==> src/hdl/itda_pkg.sv <==
// Shared types and constants for the integer to decimal ASCII converter.
`timescale 1ns / 1ps

package itda_pkg;

    localparam int MAX_DIGITS  = 10;
    localparam int DIGIT_W     = 4;
    localparam int CNT_W       = 4;
    localparam int CHAR_W      = 7;
    localparam int VALUE_W     = 32;
    localparam int QUEUE_DEPTH = 2;
    localparam int PTR_W       = (QUEUE_DEPTH > 1) ? $clog2(QUEUE_DEPTH) : 1;
    localparam int QCNT_W      = $clog2(QUEUE_DEPTH + 1);

    localparam logic [CHAR_W-1:0] CHAR_ZERO  = 7'd48;
    localparam logic [CHAR_W-1:0] CHAR_MINUS = 7'd45;

    // floor(x / 10) == (x * RECIP_10) >> RECIP_SHIFT for every 32-bit x
    localparam logic [VALUE_W-1:0] RECIP_10    = 32'hCCCC_CCCD;
    localparam int                 RECIP_SHIFT = 35;

    // One converted number: sign, digit count, digits with the most significant at index 0
    typedef struct packed {
        logic                                neg;
        logic [CNT_W-1:0]                    count;
        logic [MAX_DIGITS-1:0][DIGIT_W-1:0]  digits;
    } conv_entry_t;

    typedef struct packed {
        logic full;
        logic empty;
    } queue_status_t;

    typedef enum logic [1:0] {
        FRONT_IDLE,
        FRONT_CONV,
        FRONT_PUSH
    } front_state_t;

    typedef enum logic [1:0] {
        BACK_IDLE,
        BACK_SIGN,
        BACK_DIGIT
    } back_state_t;

endpackage

==> src/hdl/itda_queue.sv <==
// Short queue of converted numbers between the front and back ends.
`timescale 1ns / 1ps

module itda_queue (
    input  logic                        clk,
    input  logic                        rst_n,
    input  logic                        push,
    input  itda_pkg::conv_entry_t       push_entry,
    input  logic                        pop,
    output itda_pkg::conv_entry_t       head,
    output itda_pkg::queue_status_t     q_status
);
    import itda_pkg::*;

    conv_entry_t        entries_reg [QUEUE_DEPTH];
    logic [PTR_W-1:0]   wr_ptr_reg, wr_ptr_next;
    logic [PTR_W-1:0]   rd_ptr_reg, rd_ptr_next;
    logic [QCNT_W-1:0]  count_reg, count_next;

    always_comb
    begin
        wr_ptr_next = wr_ptr_reg;
        rd_ptr_next = rd_ptr_reg;
        count_next  = count_reg;
        if (push)
            wr_ptr_next = (wr_ptr_reg == PTR_W'(QUEUE_DEPTH - 1)) ? '0 : wr_ptr_reg + PTR_W'(1);
        if (pop)
            rd_ptr_next = (rd_ptr_reg == PTR_W'(QUEUE_DEPTH - 1)) ? '0 : rd_ptr_reg + PTR_W'(1);
        if (push && !pop)
            count_next = count_reg + QCNT_W'(1);
        else if (pop && !push)
            count_next = count_reg - QCNT_W'(1);
    end

    always_ff @(posedge clk or negedge rst_n)
    begin
        if (!rst_n)
        begin
            wr_ptr_reg <= '0;
            rd_ptr_reg <= '0;
            count_reg  <= '0;
        end
        else
        begin
            wr_ptr_reg <= wr_ptr_next;
            rd_ptr_reg <= rd_ptr_next;
            count_reg  <= count_next;
        end
    end

    always_ff @(posedge clk)
    begin
        if (push)
            entries_reg[wr_ptr_reg] <= push_entry;
    end

    assign head           = entries_reg[rd_ptr_reg];
    assign q_status.full  = (count_reg == QCNT_W'(QUEUE_DEPTH));
    assign q_status.empty = (count_reg == '0);

    a_no_overflow: assert property (@(posedge clk) disable iff (!rst_n)
        push |-> !q_status.full)
        else $error("queue written while full");

    a_no_underflow: assert property (@(posedge clk) disable iff (!rst_n)
        pop |-> !q_status.empty)
        else $error("queue read while empty");

    a_count_bound: assert property (@(posedge clk) disable iff (!rst_n)
        count_reg <= QCNT_W'(QUEUE_DEPTH))
        else $error("queue count exceeds depth");

endmodule

==> config.mk <==
export PLATFORM = sky130hd
export DESIGN_NAME = itda_queue
export DESIGN_NICKNAME = d
export VERILOG_FILES = /design/src/hdl/itda_pkg.sv /design/src/hdl/itda_queue.sv
export SDC_FILE = /design/constraint.sdc
export NUM_CORES = 1
export LEC_CHECK = 0
export BUFFER_PORTS_ARGS = -buffer_cell sky130_fd_sc_hd__buf_2
export CORE_MARGIN = 2
export CORE_UTILIZATION = 45
export DETAILED_ROUTE_END_ITERATION = 6
export GPL_ROUTABILITY_DRIVEN = 0
export PLACE_DENSITY = 0.73
export SLEW_MARGIN = 25
export SYNTH_ARGS = -nofsm -noshare
export SYNTH_HDL_FRONTEND = slang
export SYNTH_SLANG_ARGS = --single-unit
==> constraint.sdc <==
create_clock -name clk -period 3.35 [get_ports clk]
set_clock_uncertainty 0.15 [all_clocks]
set_input_delay 0.335 -clock clk [delete_from_list [all_inputs] [get_ports clk]]
set_output_delay 0.335 -clock clk [all_outputs]
set_load 0.01 [all_outputs]
==> flow_summary.ini <==
[synth]
syn-mean-instance-area_um2 = 23.29
synth_top_family_by_area = multiplexers
synthTopCellsByCount = 90 x edfxtp_1, 39 x mux2_4, 6 x mux2_2
ys_seq_elements = 94
synth.most_common_cell = edfxtp_1
synth.area.mux_share_pct = 17.98
syn_nets = 206
ys_types = 13
syn_area_um2 = 3633
synth-simple-area-share_pct = 0.7231
synth.area.top_cells = edfxtp_1 74%, mux2_4 16%, dfrtp_1 2.8%
synth_flop_cell = edfxtp_1
async_flop_share_pct = 4.255
synthAdderAreaFrac_pct = 0.3444
ys_seq_area_share_pct = 77.13
ys.warnings.count = 0
synth_top_area_share_pct = 74.38
synth_compound_area_share_pct = 0
synth_xor_area_share_pct = 1.205
netlist_instances = 156
synth_edf_count = 90
yosys.area.top_type = edfxtp_1

[routing]
drt_iter0_markers = 46
first_pass_iters = 3
ant_nets = 0
viasPerCell = 4.636
drc = 0
avgRoutedWirePerCell_um = 15.40
vias = 1743
wirelength_um = 5791

[timing]
max_clock_freq_ghz = 0.4285
rsz0062_at_grt = false
max_slew_margin_pct = 63.83
setup_viol = 0
worst_pin_slew_ns = 0.5414
final.setup.tns_ns = 0
hold_viol = 0
timing.final.crit_period_ns = 2.334
fin_crit_sh_pct = 69.67
drv_slew = 0

[critical_path]
arrival_ns = 1.85
crit_type = reg -> out
crit_fanout = 15
crit_path_end_kind = primary output
start_kind = flip-flop
r2r_cells = 2
required_ns = 2.86

[floorplan]
ios = 96
fp.dieArea_um2 = 8809
die_x_um = 93.86
coreArea_um2 = 7767
die_h_um = 93.86
rows = 32
start_util_pct = 46.78

[cts]
h-tree-depth = 3
postCtsSetupBuffers = 0
tritoncts = yes
clkSlewWorstSetupHoldPaths_ns = 0.10
holdBufCountCts = 6
ctsResizeCount = 0
clkLatencyLatePin_ns = 0.35
root_buffer = clkbuf_8
cts.sinks = 94
cts_buffer_depth = 2
cts_made_buffers = 9

[placement]
hpwl_um = 3919
port_buffers = 95

[pwr]
cellPowerDensity_nw_per_um2 = 794.2
seqPwrFrac_pct = 47.1
p_leak_nw = 1.811
p_sw_w = 0.001022
swShare_pct = 28.82
vdd_drop_max_uv = 405.6
p_int_w = 0.002525
total_power_w = 0.003547
clock_power_share_pct = 20.8
combPwrFrac_pct = 32.1

[cells_and_area]
multi_input_area_um2 = 744.5
largest_register_ffs = 90
nFillCells = 601
regArea_um2 = 2804
drive_gt1_share_pct = 59.34
synthToLayoutAreaGrowth_pct = 22.93
fin_nets = 318

[min_path]
holdPathStages = 1
holdCritPathClass = in -> reg

[grt]
track_usage_pct = 13.92
grt_max_degree = 30
first_global_vias = 1788
grt_pass1_wl_um = 8997
gr-total-overflow = 0
antenna_found_initial = 1

[run]
cap_violations = 0

[outcome]
status = completed
[layout by cell type, fill, tap and decap left out, drive strengths merged, types with 2 or more instances in the layout]
cell type / count
buf: 99
edfxtp: 90
mux2: 45
clkbuf: 10
dlygate4sd3: 7
xor2: 4
dfrtp: 4
inv: 3
nor2: 2
nor2b: 2
clkinv: 2
[cell type report]
class | instances | area share [%]
Clock buffer | 10 | 2.857
Timing Repair Buffer | 106 | 13.17
Inverter | 1 | 0.08403
Sequential cell | 94 | 62.77
Multi-Input combinational cell | 56 | 16.67
Tap cell | 102 | 2.857
Clock inverter | 6 | 1.541
Antenna cell | 1 | 0.05602
[power groups by stage]
stage	sequential, W	combinational (W)	clock [W]
final	0.00167	0.00114	0.000739
after global routing	0.00170	0.00123	0.000804
after CTS	0.00167	0.00117	0.000761
after detailed placement	0.00170	0.00116	0
after global placement	0.00169	0.00115	0
after floorplan	0.00165	0.000907	0
[worst max-delay path: stages, from the launching register on]
cell     delay, ns
dfrtp_2       0.63
buf_4         0.34
mux2_2        0.37
buf_2         0.14
[per-stage QoR]
step / setup WS [ns] / utilization, % / hold WS [ns] / cells / cell area, µm²
6_report: 1.016 / 57.51 / 0.01579 / 376 / 4467
5_1_grt: 0.9286 / 57.51 / 0.003414 / 376 / 4467
4_1_cts: 0.9781 / 57.35 / 0.0001383 / 374 / 4454
3_5_place_dp: 1.362 / 54.04 / 0.001108 / 352 / 4198
3_3_place_gp: 1.382 / 54.04 / 0.005374 / 352 / 4198
2_1_floorplan: 0.3343 / - / -0.1106 / 156 / 3633
[routing by layer]
| layer | global-route usage, % | share of wire [%] | vias to the layer above |
|---|---|---|---|
| met2 | 21.61 | 46 | 67 |
| met5 | 0 | 0 | - |
| li1 | - | - | 831 |
| met1 | 17.92 | 45 | 834 |
| met4 | 7.005 | 2.0 | 0 |
| met3 | 4.013 | 7.0 | 11 |
[kinds of logic (layout without fill, tap and decap cells)]
group / count (synthesis) / after routing
buf+inv: 6 / 123
mux: 45 / 45
flops: 94 / 94
simple gates: 5 / 5
xor+xnor: 5 / 5
fa+ha+maj: 1 / 1
other cells: 0 / 1
[worst paths after layout]
path	slack, ns	from	to
setup / recovery	1.02	rd_ptr_reg	head[28]
hold / removal	0.02	push_entry[2]	entries_reg[0][2]
setup reg to reg	1.48	wr_ptr_reg	entries_reg[0][38]
hold reg to reg	0.35	count_reg[1]	count_reg[1]
max in group asynchronous	2.74	rst_n	rd_ptr_reg
min in group asynchronous	0.18	rst_n	rd_ptr_reg
No activity file was read; power rests on OpenSTA's default activity.
