--- src/hdl/itda_pkg.sv ---
// Shared types and constants for the integer to decimal ASCII converter.
`timescale 1ns / 1ps

package itda_pkg;

    localparam int MAX_DIGITS  = 10;
    localparam int DIGIT_W     = 4;
    localparam int CNT_W       = 4;
    localparam int CHAR_W      = 7;
    localparam int VALUE_W     = 32;
    localparam int QUEUE_DEPTH = 2;
    localparam int PTR_W       = (QUEUE_DEPTH > 1) ? $clog2(QUEUE_DEPTH) : 1;
    localparam int QCNT_W      = $clog2(QUEUE_DEPTH + 1);

    localparam logic [CHAR_W-1:0] CHAR_ZERO  = 7'd48;
    localparam logic [CHAR_W-1:0] CHAR_MINUS = 7'd45;

    // floor(x / 10) == (x * RECIP_10) >> RECIP_SHIFT for every 32-bit x
    localparam logic [VALUE_W-1:0] RECIP_10    = 32'hCCCC_CCCD;
    localparam int                 RECIP_SHIFT = 35;

    // One converted number: sign, digit count, digits with the most significant at index 0
    typedef struct packed {
        logic                                neg;
        logic [CNT_W-1:0]                    count;
        logic [MAX_DIGITS-1:0][DIGIT_W-1:0]  digits;
    } conv_entry_t;

    typedef struct packed {
        logic full;
        logic empty;
    } queue_status_t;

    typedef enum logic [1:0] {
        FRONT_IDLE,
        FRONT_CONV,
        FRONT_PUSH
    } front_state_t;

    typedef enum logic [1:0] {
        BACK_IDLE,
        BACK_SIGN,
        BACK_DIGIT
    } back_state_t;

endpackage

--- src/hdl/itda_back.sv ---
// Back end: emits the sign and digits of each queued number, one character per cycle.
`timescale 1ns / 1ps

module itda_back (
    input  logic                        clk,
    input  logic                        rst_n,
    input  itda_pkg::queue_status_t     q_status,
    input  itda_pkg::conv_entry_t       head,
    output logic                        pop,
    output logic                        strobe,
    output logic [6:0]                  ascii_char,
    output logic                        last
);
    import itda_pkg::*;

    back_state_t                         state_reg, state_next;
    logic [CNT_W-1:0]                    count_reg, count_next;
    logic [MAX_DIGITS-1:0][DIGIT_W-1:0]  digits_reg, digits_next;
    logic                                final_w;

    assign final_w = (state_reg == BACK_DIGIT) && (count_reg == CNT_W'(1));

    always_comb
    begin
        state_next = state_reg;
        unique case (state_reg)
            BACK_IDLE:
            begin
                if (!q_status.empty)
                    state_next = head.neg ? BACK_SIGN : BACK_DIGIT;
            end
            BACK_SIGN:
                state_next = BACK_DIGIT;
            BACK_DIGIT:
            begin
                // chain straight into the next number when one is waiting
                if (final_w)
                begin
                    if (!q_status.empty)
                        state_next = head.neg ? BACK_SIGN : BACK_DIGIT;
                    else
                        state_next = BACK_IDLE;
                end
            end
            default: state_next = BACK_IDLE;
        endcase
    end

    always_comb
    begin
        pop        = 1'b0;
        strobe     = 1'b0;
        ascii_char = CHAR_ZERO;
        last       = 1'b0;
        unique case (state_reg)
            BACK_IDLE:
                pop = !q_status.empty;
            BACK_SIGN:
            begin
                strobe     = 1'b1;
                ascii_char = CHAR_MINUS;
            end
            BACK_DIGIT:
            begin
                strobe     = 1'b1;
                ascii_char = CHAR_ZERO + CHAR_W'(digits_reg[0]);
                last       = final_w;
                pop        = final_w && !q_status.empty;
            end
            default: pop = 1'b0;
        endcase
    end

    always_comb
    begin
        count_next  = count_reg;
        digits_next = digits_reg;
        if (pop)
        begin
            count_next  = head.count;
            digits_next = head.digits;
        end
        else if (state_reg == BACK_DIGIT)
        begin
            count_next  = count_reg - CNT_W'(1);
            digits_next = {DIGIT_W'(0), digits_reg[MAX_DIGITS-1:1]};
        end
    end

    always_ff @(posedge clk or negedge rst_n)
    begin
        if (!rst_n)
            state_reg <= BACK_IDLE;
        else
            state_reg <= state_next;
    end

    always_ff @(posedge clk)
    begin
        count_reg  <= count_next;
        digits_reg <= digits_next;
    end

    a_digit_range: assert property (@(posedge clk) disable iff (!rst_n)
        state_reg == BACK_DIGIT |-> digits_reg[0] <= DIGIT_W'(9))
        else $error("back emitting a digit above nine");

    a_digit_count: assert property (@(posedge clk) disable iff (!rst_n)
        state_reg == BACK_DIGIT |-> count_reg != '0)
        else $error("back emitting with no digits left");

    a_sign_then_digit: assert property (@(posedge clk) disable iff (!rst_n)
        state_reg == BACK_SIGN |=> state_reg == BACK_DIGIT)
        else $error("sign not followed by a digit");

endmodule

--- config.mk ---
export PLATFORM = sky130hd
export DESIGN_NAME = itda_back
export DESIGN_NICKNAME = d
export VERILOG_FILES = /design/src/hdl/itda_pkg.sv /design/src/hdl/itda_back.sv
export SDC_FILE = /design/constraint.sdc
export NUM_CORES = 1
export LEC_CHECK = 0
export BUFFER_PORTS_ARGS = -buffer_cell sky130_fd_sc_hd__buf_4
export CAP_MARGIN = 20
export CORE_UTILIZATION = 50
export CTS_CLUSTER_DIAMETER = 30
export DETAILED_ROUTE_END_ITERATION = 7
export PLACE_DENSITY = 0.83
export SLEW_MARGIN = 20
export SYNTH_ARGS = -nofsm -noshare
export SYNTH_HDL_FRONTEND = slang
export SYNTH_SLANG_ARGS = --single-unit
export TNS_END_PERCENT = 1
--- constraint.sdc ---
create_clock -name clk -period 7.3 [get_ports clk]
set_input_delay 1.095 -clock clk [delete_from_list [all_inputs] [get_ports clk]]
set_output_delay 1.095 -clock clk [all_outputs]
set_load 0.005 [all_outputs]
==> summary.txt <==
Timing
  • Worst Clk Skew: 5.94 ps
  • Max-slew headroom: 31.4%
  • Max Freq: 0.353 GHz
  • RSZ-0062 raised after global routing: no
  • Final min period: 2840 ps
  • Endpoints failing hold: 0
  • Final setup TNS: 0 ps
  • Tightest Pin Transition: 1030 ps
  • Worst setup margin: 4460 ps
  • Tcrit/Tclk final: 38.8%
  • Max Slew Vio Count: 0
  • Final setup fails: 0

Clocking
  • PostCTS Resize Cnt: 0
  • CTS tree: built
  • Worst skew pair latency: 300 ps
  • # H-tree levels: 2
  • Clock root buffer: clkbuf_8
  • # clock sinks: 46
  • Worst-path clk slew: 80 ps
  • Setup Fix Bufs, Post-CTS: 0
  • Hold buffers post-CTS: 0
  • Cts bufs inserted: 5
  • Clock Path Buffers: 2

Detailed routing
  • Vias per cell: 5.13
  • Antenna-violating nets left: 0
  • TritonRoute pass-1 iters: 4
  • DRC Markers: 0
  • Vias: 1,262
  • Drt total wl: 3.44 mm
  • DR iter-0 viols: 97
  • Wire length per cell: 14.0 um

Critical path
  • CP endpoint kind: flip-flop
  • Buf+Inv Stages, Crit Path: 2
  • Required @ worst endpoint: 7120 ps
  • Worst Setup SP: state_reg[0]
  • CP Max Fanout: 45
  • R2R cell count: 6
  • CP max stage delay: 680 ps
  • CP Cell Sequence: inv_1, ha_1, and4bb_4, o21ai_4, buf_4, nand2b_2
  • Crit path launch type: flip-flop
  • R2R Path End: digits_reg[27]
  • Worst path arrival time: 2660 ps
  • RR Startpoint: state_reg[0]
  • Slowest cell on crit path: nand2b_2
  • Crit path kind: reg -> reg
  • Family with the most delay on the worst path: simple AND/OR/NAND/NOR gates
  • Setup slack, reg-to-reg: 4460 ps

Global route
  • Grt ovf: 0
  • Largest net degree at the start of global routing: 46
  • Overall routing resource usage: 16.6%
  • First-pass GRT wire length: 5.44 mm
  • Vias in the first global route: 1,278
  • Antenna violations before repair: 0

Flow run
  • Max-Cap Viols: 0

Final layout
  • Number of flip-flops under the largest register name: 40
  • Final Non-Filler Cells: 246
  • Layout cells sized above 1: 53.6%
  • Antenna Cells: 0
  • FILL cells: 310
  • Syn-to-layout area delta: 23.8%
  • Storage cell area: 0.00137 mm2
  • Area occupied by multi-input gates: 729 um2
  • Final core utilization: 66.1%
  • NumNets Final: 251

Die
  • Core Region: 0.00412 mm2
  • Die width: 68.3 um
  • I/O pins: 59
  • Rows: 23
  • Die height: 68.3 um
  • Starting Density: 53.4%
  • Die Area: 0.00466 mm2

Yosys
  • Synth Register Bits: 46
  • Syn_area_per_cell: 15.9 um2
  • Warning count from the yosys run: 0
  • Cells after Synth: 138
  • Area of the mapped netlist: 0.00220 mm2
  • Mapped Nets: 194
  • Unique cell type count in the Yosys netlist: 24
  • Sequential share of the synthesized area: 62.5%

Place
  • DP HPWL: 2.44 mm
  • Dpl cells: 238
  • Worst slack, placed: 4280 ps
  • Gpl congestion: 0.652
  • I/O Buffers: 55

Power and ir drop
  • VDD IR max: 0.000189 V
  • Pleak: 0.00110 uW
  • Pwr Density: 412 mW/mm2

Min path
  • Hold_sp: digits_reg[35]
  • Worst Hold Path Cells: 1
  • Hold Path Class: reg -> reg
  • Hold path endpoint: digits_reg[31]

Run status
  • Status: finished, final reports clean
per-layer routing:
layer / up-vias / share of wire [%] / track usage, %
li1: 613 / - / -
met1: 595 / 41 / 18.1
met2: 48 / 48 / 28.1
met3: 6 / 9.0 / 7.67
met4: 0 / 1.4 / 6.25
met5: - / 0 / 0
cell usage after synthesis:
cell	instances	share of area, %
nor3_1	1	0.23
inv_1	6	1.0
o21ai_4	1	0.74
nor2_1	5	0.85
nor2b_1	3	0.85
and2_1	5	1.4
buf_8	3	2.1
and4bb_4	1	0.74
conb_1	2	0.34
o31a_1	1	0.40
nand2_1	1	0.17
xnor2_1	2	0.80
dfrtp_1	2	2.3
nor3b_1	1	0.34
mux2_2	37	19
buf_6	1	0.51
edfxtp_1	44	60
a22o_1	1	0.40
nand2b_1	2	0.57
buf_4	2	0.68
a21oi_1	8	1.8
inv_2	1	0.17
mux2i_1	1	0.46
ha_1	7	4.0
worst max-delay path by stage:
| stage | endpoint | slack (ps) | cells after the start |
|---|---|---|---|
| 5_1_grt | digits_reg[25] | 4230 | 6 |
| 6_report | digits_reg[27] | 4460 | 6 |
| 3_3_place_gp | digits_reg[25] | 4310 | 5 |
| 2_1_floorplan | count_reg[0] | 4390 | 4 |
| 3_5_place_dp | digits_reg[25] | 4280 | 5 |
| 4_1_cts | digits_reg[36] | 4420 | 6 |
area by class of cell:
| class | count | share of cell area (%) |
|---|---|---|
| clock buffers | 5 | 2.53 |
| flip-flops and latches | 46 | 50.4 |
| repair buffers | 56 | 15.5 |
| well taps | 50 | 2.30 |
| multi-input cells | 79 | 26.8 |
| clock inverters | 3 | 1.47 |
| inverters | 7 | 0.966 |
cells in the final DEF (no fill, tap or decap), types with 2 or more instances in the layout:
| cell | instances |
|---|---|
| mux2_2 | 37 |
| nor2b_1 | 3 |
| edfxtp_1 | 44 |
| buf_4 | 56 |
| a21oi_1 | 8 |
| and2_1 | 5 |
| dfrtp_1 | 2 |
| conb_1 | 2 |
| clkinv_2 | 2 |
| ha_1 | 7 |
| inv_1 | 6 |
| clkbuf_8 | 5 |
| nor2_1 | 5 |
| xnor2_1 | 2 |
where the power goes:
| part | leakage, uW | switching, uW | internal (uW) | total [uW] |
|---|---|---|---|---|
| Clock | 0.0000579 | 83.2 | 101 | 184 |
| Sequential | 0.000454 | 44.7 | 506 | 551 |
| Combinational | 0.000590 | 183 | 203 | 385 |
| Total | 0.00110 | 310 | 809 | 1120 |
through the flow:
| step | total power (uW) | hold slack [ps] | area, um2 |
|---|---|---|---|
| after detailed placement | 948 | 535 | 2610 |
| final | 1120 | 553 | 2720 |
| after CTS | 1130 | 549 | 2720 |
| after global routing | 1190 | 543 | 2720 |
| after floorplan | 847 | 523 | 2200 |
| after global placement | 921 | 528 | 2610 |
worst reg2reg max path: cells and delay by family, from the launching register on:
kind | cells | cell delay (ps)
flip-flops | 1 | 430
buffers and inverters | 2 | 550
AND/OR/NAND/NOR | 2 | 940
adder cells (fa/ha/maj) | 1 | 300
AO/OA/AOI/OAI | 1 | 130
logic make-up (layout without fill, tap and decap cells):
| group | after synthesis | in the layout | synth area share [%] |
|---|---|---|---|
| buffers and inverters | 13 | 71 | 4.44 |
| other | 2 | 2 | 0.342 |
| flip-flops | 46 | 46 | 62.5 |
| XOR/XNOR | 2 | 2 | 0.798 |
| AND/OR/NAND/NOR | 19 | 19 | 5.19 |
| adder cells (fa/ha/maj) | 7 | 7 | 3.99 |
| multiplexers | 38 | 38 | 19.4 |
| AO/OA/AOI/OAI | 11 | 11 | 3.36 |
Power figures use the tool's default switching activity.
